**src/hdl/brld_pkg.sv**
```systemverilog
// ----------------------------------------------------------------------------
// brld_pkg
// Shared types and constants for the byte run-length decoder: register
// indexes, error codes and the command and status groups between the
// controller and the datapath.
// ----------------------------------------------------------------------------
package brld_pkg;

    localparam int LENGTH_BITS_DEFAULT = 24;
    localparam int BYTE_BITS           = 8;
    localparam int COUNT_BITS          = 2;
    localparam int CFG_INDEX_BITS      = 1;

    typedef enum logic [CFG_INDEX_BITS-1:0] {
        CFG_OUTPUT_LENGTH = 1'b0,
        CFG_SOURCE_LENGTH = 1'b1
    } t_cfg_reg;

    typedef enum logic [1:0] {
        ERR_NONE   = 2'd0,
        ERR_SOURCE = 2'd1,
        ERR_DEST   = 2'd2
    } t_err;

    // controller to datapath
    typedef struct packed {
        logic load;
        logic start;
        logic m_ctrl;
        logic m_lit;
        logic m_rep;
        logic emit;
    } t_cmd;

    // datapath to controller
    typedef struct packed {
        logic out_free;
        logic skip;
        logic fail;
        logic lit_ctrl;
        logic lit_last;
        logic done;
        logic rep_more;
        logic left_last;
        logic done_reg;
    } t_status;

endpackage

```
**src/hdl/brld_ctrl.sv**
```systemverilog
// ----------------------------------------------------------------------------
// brld_ctrl
// Decode-mode state machine: tracks control, literal, repeat and halted
// modes, drives the input stall and steps the repeat emission.
// ----------------------------------------------------------------------------
module brld_ctrl (
    input  logic              i_clk,
    input  logic              i_rst_n,
    input  logic              i_in_valid,
    input  logic              i_stream_start,
    input  brld_pkg::t_status i_status,
    output logic              o_in_stall,
    output brld_pkg::t_cmd    o_cmd
);
    import brld_pkg::*;

    typedef enum logic [4:0] {
        S_CTRL = 5'b00001,
        S_LIT  = 5'b00010,
        S_REP  = 5'b00100,
        S_HALT = 5'b01000,
        S_EMIT = 5'b10000
    } t_state;

    t_state r_state;
    t_state n_state;
    t_state eff_state;
    logic   accept_ok;
    logic   accept;

    assign eff_state  = i_stream_start ? S_CTRL : r_state;
    assign accept_ok  = (r_state != S_EMIT) && i_status.out_free;
    assign accept     = i_in_valid && accept_ok;
    assign o_in_stall = !accept_ok;

    always_comb begin
        o_cmd        = '0;
        o_cmd.load   = accept;
        o_cmd.start  = i_stream_start;
        o_cmd.m_ctrl = accept && (eff_state == S_CTRL);
        o_cmd.m_lit  = accept && (eff_state == S_LIT);
        o_cmd.m_rep  = accept && (eff_state == S_REP);
        o_cmd.emit   = (r_state == S_EMIT) && i_status.out_free;
    end

    always_comb begin
        n_state = r_state;
        if (accept) begin
            n_state = eff_state;
            if (!i_status.skip) begin
                unique case (eff_state)
                    S_CTRL: begin
                        if (i_status.fail) n_state = S_HALT;
                        else if (i_status.lit_ctrl) n_state = S_LIT;
                        else n_state = S_REP;
                    end
                    S_LIT: begin
                        if (i_status.done) n_state = S_HALT;
                        else if (i_status.lit_last) n_state = S_CTRL;
                        else n_state = S_LIT;
                    end
                    S_REP: begin
                        if (i_status.fail) n_state = S_HALT;
                        else if (i_status.rep_more) n_state = S_EMIT;
                        else if (i_status.done) n_state = S_HALT;
                        else n_state = S_CTRL;
                    end
                    default: begin
                        n_state = eff_state;
                    end
                endcase
            end
        end else if ((r_state == S_EMIT) && i_status.out_free && i_status.left_last) begin
            n_state = i_status.done_reg ? S_HALT : S_CTRL;
        end
    end

    always_ff @(posedge i_clk) begin
        if (!i_rst_n) begin
            r_state <= S_CTRL;
        end else begin
            r_state <= n_state;
        end
    end

endmodule

```
**src/hdl/brld_dp.sv**
```systemverilog
// ----------------------------------------------------------------------------
// brld_dp
// Datapath: length registers, source and destination counters, bound
// checks, run counters and the registered two-byte result stage.
// ----------------------------------------------------------------------------
module brld_dp #(
    parameter int LENGTH_BITS = brld_pkg::LENGTH_BITS_DEFAULT
) (
    input  logic                                 i_clk,
    input  logic                                 i_rst_n,
    input  logic                                 i_cfg_we,
    input  logic [brld_pkg::CFG_INDEX_BITS-1:0]  i_cfg_index,
    input  logic [LENGTH_BITS-1:0]               i_cfg_data,
    input  logic [brld_pkg::BYTE_BITS-1:0]       i_in_byte,
    input  logic                                 i_out_stall,
    input  brld_pkg::t_cmd                       i_cmd,
    output brld_pkg::t_status                    o_status,
    output logic                                 o_out_valid,
    output logic [brld_pkg::BYTE_BITS-1:0]       o_byte_a,
    output logic [brld_pkg::BYTE_BITS-1:0]       o_byte_b,
    output logic [brld_pkg::COUNT_BITS-1:0]      o_byte_count,
    output logic [1:0]                           o_error_code,
    output logic                                 o_run_last,
    output logic                                 o_stream_done
);
    import brld_pkg::*;

    typedef logic [LENGTH_BITS-1:0] t_len;
    typedef logic [LENGTH_BITS:0]   t_ext;
    typedef logic [BYTE_BITS:0]     t_total;

    t_len                  r_output_length;
    t_len                  r_source_length;
    t_len                  r_source_count,  n_source_count;
    t_len                  r_dest_count,    n_dest_count;
    logic [BYTE_BITS-1:0]  r_run_remaining, n_run_remaining;
    logic [BYTE_BITS-1:0]  r_repeat_length, n_repeat_length;
    t_total                r_left,          n_left;
    logic [BYTE_BITS-1:0]  r_rep_byte;
    logic                  r_done;

    logic                  r_out_valid;
    logic [BYTE_BITS-1:0]  r_byte_a,  n_byte_a;
    logic [BYTE_BITS-1:0]  r_byte_b,  n_byte_b;
    logic [COUNT_BITS-1:0] r_byte_count, n_byte_count;
    t_err                  r_error_code, n_error_code;
    logic                  r_run_last, n_run_last;
    logic                  r_stream_done, n_stream_done;
    logic                  res_load;

    t_len                  sc, dc, sc1;
    logic [BYTE_BITS-1:0]  rr, rl, lit_n;
    t_total                total;
    logic                  out_free, skip, active, byte_neg;
    logic                  f1_lit, f2_lit, f1_rep_ctrl, f2_rep, done;
    logic                  err_src, err_dst, fail;
    logic [COUNT_BITS-1:0] first_cnt, emit_cnt;

    assign out_free = !r_out_valid || !i_out_stall;

    assign sc       = i_cmd.start ? '0 : r_source_count;
    assign dc       = i_cmd.start ? '0 : r_dest_count;
    assign rr       = i_cmd.start ? '0 : r_run_remaining;
    assign rl       = i_cmd.start ? '0 : r_repeat_length;
    assign sc1      = sc + t_len'(1);
    assign skip     = (sc >= r_source_length);
    assign active   = i_cmd.load && !skip;
    assign byte_neg = i_in_byte[BYTE_BITS-1];
    assign lit_n    = (~i_in_byte) + 8'd1;
    assign total    = t_total'(rl) + t_total'(1);
    assign done     = (sc1 == r_source_length);

    assign f1_lit      = (t_ext'(sc1) + t_ext'(lit_n)) > t_ext'(r_source_length);
    assign f2_lit      = (t_ext'(dc) + t_ext'(lit_n)) > t_ext'(r_output_length);
    assign f1_rep_ctrl = (sc1 >= r_source_length);
    assign f2_rep      = (t_ext'(dc) + t_ext'(total)) > t_ext'(r_output_length);

    assign err_src = active && i_cmd.m_ctrl && (byte_neg ? f1_lit : f1_rep_ctrl);
    assign err_dst = active && !err_src
                   && ((i_cmd.m_ctrl && byte_neg && f2_lit) || (i_cmd.m_rep && f2_rep));
    assign fail    = err_src || err_dst;

    assign first_cnt = (total >= t_total'(2)) ? 2'd2 : 2'd1;
    assign emit_cnt  = (r_left >= t_total'(2)) ? 2'd2 : 2'd1;

    always_comb begin
        o_status           = '0;
        o_status.out_free  = out_free;
        o_status.skip      = skip;
        o_status.fail      = fail;
        o_status.lit_ctrl  = byte_neg;
        o_status.lit_last  = (rr <= 8'd1);
        o_status.done      = done;
        o_status.rep_more  = (total > t_total'(2));
        o_status.left_last = (r_left <= t_total'(2));
        o_status.done_reg  = r_done;
    end

    always_comb begin
        n_source_count  = sc;
        n_dest_count    = dc;
        n_run_remaining = rr;
        n_repeat_length = rl;
        n_left          = r_left;
        res_load        = 1'b0;
        n_byte_a        = '0;
        n_byte_b        = '0;
        n_byte_count    = '0;
        n_error_code    = ERR_NONE;
        n_run_last      = 1'b1;
        n_stream_done   = 1'b0;
        if (!i_cmd.load) begin
            n_source_count  = r_source_count;
            n_dest_count    = r_dest_count;
            n_run_remaining = r_run_remaining;
            n_repeat_length = r_repeat_length;
        end
        if (active && (i_cmd.m_ctrl || i_cmd.m_lit || i_cmd.m_rep)) begin
            n_source_count = sc1;
        end
        if (fail) begin
            res_load     = 1'b1;
            n_error_code = err_src ? ERR_SOURCE : ERR_DEST;
        end else if (active && i_cmd.m_ctrl) begin
            if (byte_neg) n_run_remaining = lit_n;
            else n_repeat_length = i_in_byte;
        end else if (active && i_cmd.m_lit) begin
            n_dest_count    = dc + t_len'(1);
            n_run_remaining = (rr != 8'd0) ? rr - 8'd1 : 8'd0;
            res_load        = 1'b1;
            n_byte_a        = i_in_byte;
            n_byte_count    = 2'd1;
            n_stream_done   = done;
        end else if (active && i_cmd.m_rep) begin
            n_dest_count  = dc + t_len'(total);
            n_left        = total - t_total'(first_cnt);
            res_load      = 1'b1;
            n_byte_a      = i_in_byte;
            n_byte_b      = (first_cnt == 2'd2) ? i_in_byte : '0;
            n_byte_count  = first_cnt;
            n_run_last    = (total <= t_total'(2));
            n_stream_done = done;
        end else if (i_cmd.emit) begin
            n_left        = r_left - t_total'(emit_cnt);
            res_load      = 1'b1;
            n_byte_a      = r_rep_byte;
            n_byte_b      = (emit_cnt == 2'd2) ? r_rep_byte : '0;
            n_byte_count  = emit_cnt;
            n_run_last    = (r_left <= t_total'(2));
            n_stream_done = r_done;
        end
    end

    always_ff @(posedge i_clk) begin
        if (!i_rst_n) begin
            r_output_length <= '0;
            r_source_length <= '0;
            r_source_count  <= '0;
            r_dest_count    <= '0;
            r_run_remaining <= '0;
            r_repeat_length <= '0;
            r_left          <= '0;
            r_out_valid     <= 1'b0;
        end else begin
            if (i_cfg_we && (i_cfg_index == CFG_OUTPUT_LENGTH)) begin
                r_output_length <= i_cfg_data;
            end
            if (i_cfg_we && (i_cfg_index == CFG_SOURCE_LENGTH)) begin
                r_source_length <= i_cfg_data;
            end
            r_source_count  <= n_source_count;
            r_dest_count    <= n_dest_count;
            r_run_remaining <= n_run_remaining;
            r_repeat_length <= n_repeat_length;
            r_left          <= n_left;
            r_out_valid     <= res_load || (r_out_valid && i_out_stall);
        end
    end

    // payload of the result stage
    always_ff @(posedge i_clk) begin
        if (active && i_cmd.m_rep) begin
            r_rep_byte <= i_in_byte;
            r_done     <= done;
        end
        if (res_load) begin
            r_byte_a      <= n_byte_a;
            r_byte_b      <= n_byte_b;
            r_byte_count  <= n_byte_count;
            r_error_code  <= n_error_code;
            r_run_last    <= n_run_last;
            r_stream_done <= n_stream_done;
        end
    end

    assign o_out_valid   = r_out_valid;
    assign o_byte_a      = r_byte_a;
    assign o_byte_b      = r_byte_b;
    assign o_byte_count  = r_byte_count;
    assign o_error_code  = r_error_code;
    assign o_run_last    = r_run_last;
    assign o_stream_done = r_stream_done;

endmodule

```
**src/hdl/byte_run_length_decoder_unit.sv**
```systemverilog
// ----------------------------------------------------------------------------
// byte_run_length_decoder_unit
// A result is written to the output register in the cycle after its transfer.
// Throughput: control and literal bytes at one per cycle while the output is free;
// a repeat data byte with count n+1 holds off further input until its run is emitted,
// up to two bytes per result. The two-byte result register sets the repeat rate.
// Reset (synchronous, active low) clears lengths, counters and mode.
// ----------------------------------------------------------------------------
module byte_run_length_decoder_unit #(
    parameter int LENGTH_BITS = brld_pkg::LENGTH_BITS_DEFAULT
) (
    input  logic                                 i_clk,
    input  logic                                 i_rst_n,
    input  logic                                 i_cfg_we,
    input  logic [brld_pkg::CFG_INDEX_BITS-1:0]  i_cfg_index,
    input  logic [LENGTH_BITS-1:0]               i_cfg_data,
    input  logic                                 i_in_valid,
    output logic                                 o_in_stall,
    input  logic [brld_pkg::BYTE_BITS-1:0]       i_in_byte,
    input  logic                                 i_stream_start,
    output logic                                 o_out_valid,
    input  logic                                 i_out_stall,
    output logic [brld_pkg::BYTE_BITS-1:0]       o_byte_a,
    output logic [brld_pkg::BYTE_BITS-1:0]       o_byte_b,
    output logic [brld_pkg::COUNT_BITS-1:0]      o_byte_count,
    output logic [1:0]                           o_error_code,
    output logic                                 o_run_last,
    output logic                                 o_stream_done
);
    import brld_pkg::*;

    t_cmd    cmd;
    t_status status;

    brld_ctrl u_ctrl (
        .i_clk          (i_clk),
        .i_rst_n        (i_rst_n),
        .i_in_valid     (i_in_valid),
        .i_stream_start (i_stream_start),
        .i_status       (status),
        .o_in_stall     (o_in_stall),
        .o_cmd          (cmd)
    );

    brld_dp #(
        .LENGTH_BITS (LENGTH_BITS)
    ) u_dp (
        .i_clk         (i_clk),
        .i_rst_n       (i_rst_n),
        .i_cfg_we      (i_cfg_we),
        .i_cfg_index   (i_cfg_index),
        .i_cfg_data    (i_cfg_data),
        .i_in_byte     (i_in_byte),
        .i_out_stall   (i_out_stall),
        .i_cmd         (cmd),
        .o_status      (status),
        .o_out_valid   (o_out_valid),
        .o_byte_a      (o_byte_a),
        .o_byte_b      (o_byte_b),
        .o_byte_count  (o_byte_count),
        .o_error_code  (o_error_code),
        .o_run_last    (o_run_last),
        .o_stream_done (o_stream_done)
    );

endmodule
```
**config.mk**
```make
export PLATFORM = sky130hd
export DESIGN_NAME = byte_run_length_decoder_unit
export DESIGN_NICKNAME = d
export VERILOG_FILES = /design/src/hdl/brld_pkg.sv /design/src/hdl/brld_ctrl.sv /design/src/hdl/brld_dp.sv /design/src/hdl/byte_run_length_decoder_unit.sv
export SDC_FILE = /design/constraint.sdc
export NUM_CORES = 1
export LEC_CHECK = 0
export BUFFER_PORTS_ARGS = -buffer_cell sky130_fd_sc_hd__buf_4
export CELL_PAD_IN_SITES_DETAIL_PLACEMENT = 1
export CELL_PAD_IN_SITES_GLOBAL_PLACEMENT = 2
export CORE_MARGIN = 2
export CORE_UTILIZATION = 38
export DETAILED_ROUTE_END_ITERATION = 8
export PLACE_DENSITY = 0.81
export SETUP_SLACK_MARGIN = 0.2
export SLEW_MARGIN = 20
export SYNTH_ARGS = -nofsm -noshare
export SYNTH_HDL_FRONTEND = slang
export SYNTH_SLANG_ARGS = --single-unit
```
**constraint.sdc**
```tcl
create_clock -name i_clk -period 9.19 [get_ports i_clk]
set_input_delay 1.838 -clock i_clk [delete_from_list [all_inputs] [get_ports i_clk]]
set_output_delay 1.838 -clock i_clk [all_outputs]
set_load 0.03 [all_outputs]
```
==> results.md <==
* Top Family by Delay on Critical Path: compound AO/OA/AOI/OAI gates
* Run status: completed
* Synthesized net count at 1971
* Synth warn at 0
* DRT iter0 DRCs at between 800 and 900
* Total iterations of the first detailed-routing run at 5
* Final period util at 83.6%
* Die Span Y at 197 um
* Fin Setup TNS at 0 ns
* Layout cells sized above 1 at between 10% and 20%
* Total track usage at 25.9%
* VDD IR max at approximately 0.15 mV
* Post-DRT Antenna Nets at 0
* Final Slew Violations at 0
* Fmax at 130 MHz
* Worst Path Required at 9.60 ns
* Largest area contributor in the netlist: dfxtp_1
* GP Congestion at slightly below 0.9
* Clock transition at the registers of the reported paths at 0.08 ns
* R2R depth at 22
* Synth cell types at 113
* Worst Skew at 0.0117 ns
* CTS resizes at 0
* Wire per inst at about 22 um
* Worst hold start: u_dp.r_output_length[16]
* CP peak stage delay at 0.53 ns
* Synthesized cell area at 14100 um2
* Area Growth Syn to Fin at 9.40%
* Leakage at 0.00618 uW
* Setup slack, reg-to-reg at 2.72 ns
* Die area at 38700 um2
* N_diodes at 0
* Clock buffer depth at 2
* Remaining Overflow, GRT at 0
* Worst path arrival time at between 8 and 9 ns
* TritonCTS clock tree: done
* CP max FO at 30
* RSZ-0062 raised after global routing: no
* Register area share after synthesis at 24.6%
* Worst flop-to-flop path startpoint: u_dp.r_source_count[0]
* DP HPWL at ~38000 um
* Clk Latency, worst-skew pair at 0.47 ns
* Reg2reg end: u_dp.o_stream_done
* Crit-path slowest cell: a2111oi_1
* Worst hold stages at 2
* Die width at 197 um
* Final core occ at 42.2%
* Mean Syn Cell Area at 7.95 um2
* Grt met2 use at 43.1%
* Hold WC Path Type: flop to flop
* Critical path type: primary input to flop
* Cts bufs inserted at 17
* Final WL at 49200 um
* # clock sinks at 158
* Vias at 13400
* Primary FF master, synth: dfxtp_1
* Post-Place Cells at 2229
* Final hold violations at 0
* Synth Register Bits at 158
* Grt peak-use layer: met2
* Port Buffers at 62
* Ports at 63
* Root buf cell: clkbuf_16
* Initial Util at 38.6%
* Vias in the first global route at 13700
* Slew @ Worst Pin at 1.03 ns
* Initial antenna violation count at 0
* Cells after synthesis at between 1500 and 2000
* DRC violations left at 0
* Fin cells at 2261
* Crit path launch type: primary input
* PwrDens at 131 nW/um2
* Slew HR at 31.5%
* Post-synth top area share at between 10% and 20%
* Net count, final at 1975
* Core Box Area at 36600 um2
* Asr flop ratio synth at 0%
* Vias per inst at 5.91
* CTS Hold Bufs at 0
* Bufs and invs on worst path at 5
* Max H-tree Level at 4
* Hold endpoint: u_dp.r_output_length[16]
* First-pass GRT wire length at 78200 um
* Fin crit period at 7.68 ns
* Setup repair bufs after CTS at 0
* Post-synth EDFFs at 31
* Global-route met3 utilization at around 3.4%
* Met1 GRT Util at 35.4%
* Top cells by area, synth: dfxtp_1 18%, ha_1 13%, edfxtp_1 6.6%
* Max-cap violations at 0
* Row count at 70
* WP depth at 26
* Critical Path Sink Type: flop
* Final setup viols at 0
* Largest net degree at the start of global routing at 63
## synth_stat cells, types with 46 or more instances
master	n
a21oi_1	150
clkbuf_1	56
dfxtp_1	127
ha_1	151
inv_1	89
nand2_1	244
nand3_1	59
nor2_1	122
nor2b_1	47
o21ai_0	76
xnor2_1	63
xor2_1	46
## cell families (layout without fill, tap and decap cells)
logic type,after synthesis,after routing,share of synthesized area [%]
flops,158,158,24.6
buf+inv,183,200,5.54
mux,11,11,0.788
fa+ha+maj,157,157,14.2
xor+xnor,113,113,7.22
simple gates,676,676,24.0
compound gates,478,478,23.7
## report_power, final
part	internal, uW	total [uW]	switching [uW]	leakage, uW
clock network	389	755	367	0.000296
registers	736	767	30.4	0.00132
logic	171	505	334	0.00457
total	1300	2030	731	0.00618
## worst register-to-register path: stages, from the launching register on
cell       delay, ns
dfxtp_1         0.61
nand4_2         0.43
or4_1           0.66
a21oi_2         0.24
ha_1            0.24
a21o_1          0.18
a31oi_1         0.06
o41a_1          0.18
a2bb2oi_4       0.28
nand3_4         0.19
a21oi_1         0.25
mux2i_1         0.22
ha_1            0.26
a21o_1          0.18
a21o_1          0.18
a221o_1         0.37
a221oi_1        0.39
a221o_1         0.21
a211oi_1        0.10
a31oi_4         0.37
and2_4          0.26
nand3_1         0.09
buf_4           0.26
## how the worst max path moves through the flow
stage	start	end	slack, ns
after detailed placement	i_stream_start	u_dp.o_error_code[0]	1.08
final	i_stream_start	u_dp.r_dest_count[20]	1.51
after global placement	i_stream_start	u_dp.o_error_code[0]	1.19
after global routing	i_stream_start	u_dp.o_error_code[0]	0.98
after floorplan	i_stream_start	u_dp.o_byte_a[0]	0.57
after CTS	i_stream_start	u_dp.o_error_code[0]	1.54
## cells in the final DEF (no fill, tap or decap), types with 12 or more instances in the layout
master     netlist  final
o211ai_1        22     22
xnor2_1         63     63
nand2_1        244    244
clkbuf_16        0     17
dfxtp_1        127    127
edfxtp_1        31     31
xor2_1          46     46
ha_1           151    151
a31oi_1         12     12
a221oi_1        12     12
a22oi_1         15     15
a22o_1          15     15
or3_1           13     13
buf_4            9     78
a21oi_1        150    150
a211oi_1        19     19
nor2b_1         47     47
inv_1           89     89
nand3_1         59     59
o21ai_0         76     76
and2_1          16     16
nor3_1          31     31
and3_1          23     23
a21o_1          31     31
nand2b_1        12     12
nor2_1         122    122
nand4_1         32     32
## routing by layer
metal,part of all wire [%],vias to the layer above
met2,46,254
li1,-,6431
met3,3.4,49
met5,0,-
met1,48,6632
met4,1.8,0
## flip-flops by register name, indices dropped and copies added, names as in the netlist, 9 cells and up
register	count
u_dp.r_source_length	24
u_dp.r_source_count	24
u_dp.r_left	9
u_dp.r_output_length	24
u_dp.r_dest_count	24
## layout make-up
class	instances	area [um2]
clock buffers	17	425
flip-flops and latches	158	3470
well taps	468	586
inverters	90	339
clock inverters	15	174
multi-input cells	1435	9870
fillers	4466	21200
repair buffers	78	586
## metrics by stage
stage | hold WS, ns | power, uW | cell area, um2 | worst slack (ns)
after floorplan | 0.436 | 1120 | 14100 | 0.574
after global placement | 0.445 | 1270 | 14900 | 1.19
after detailed placement | 0.448 | 1280 | 14900 | 1.08
after CTS | 0.457 | 2030 | 15500 | 1.54
after global routing | 0.479 | 2120 | 15500 | 0.975
final | 0.456 | 2030 | 15500 | 1.51
Note: power is estimated with default switching activity, not from simulation.
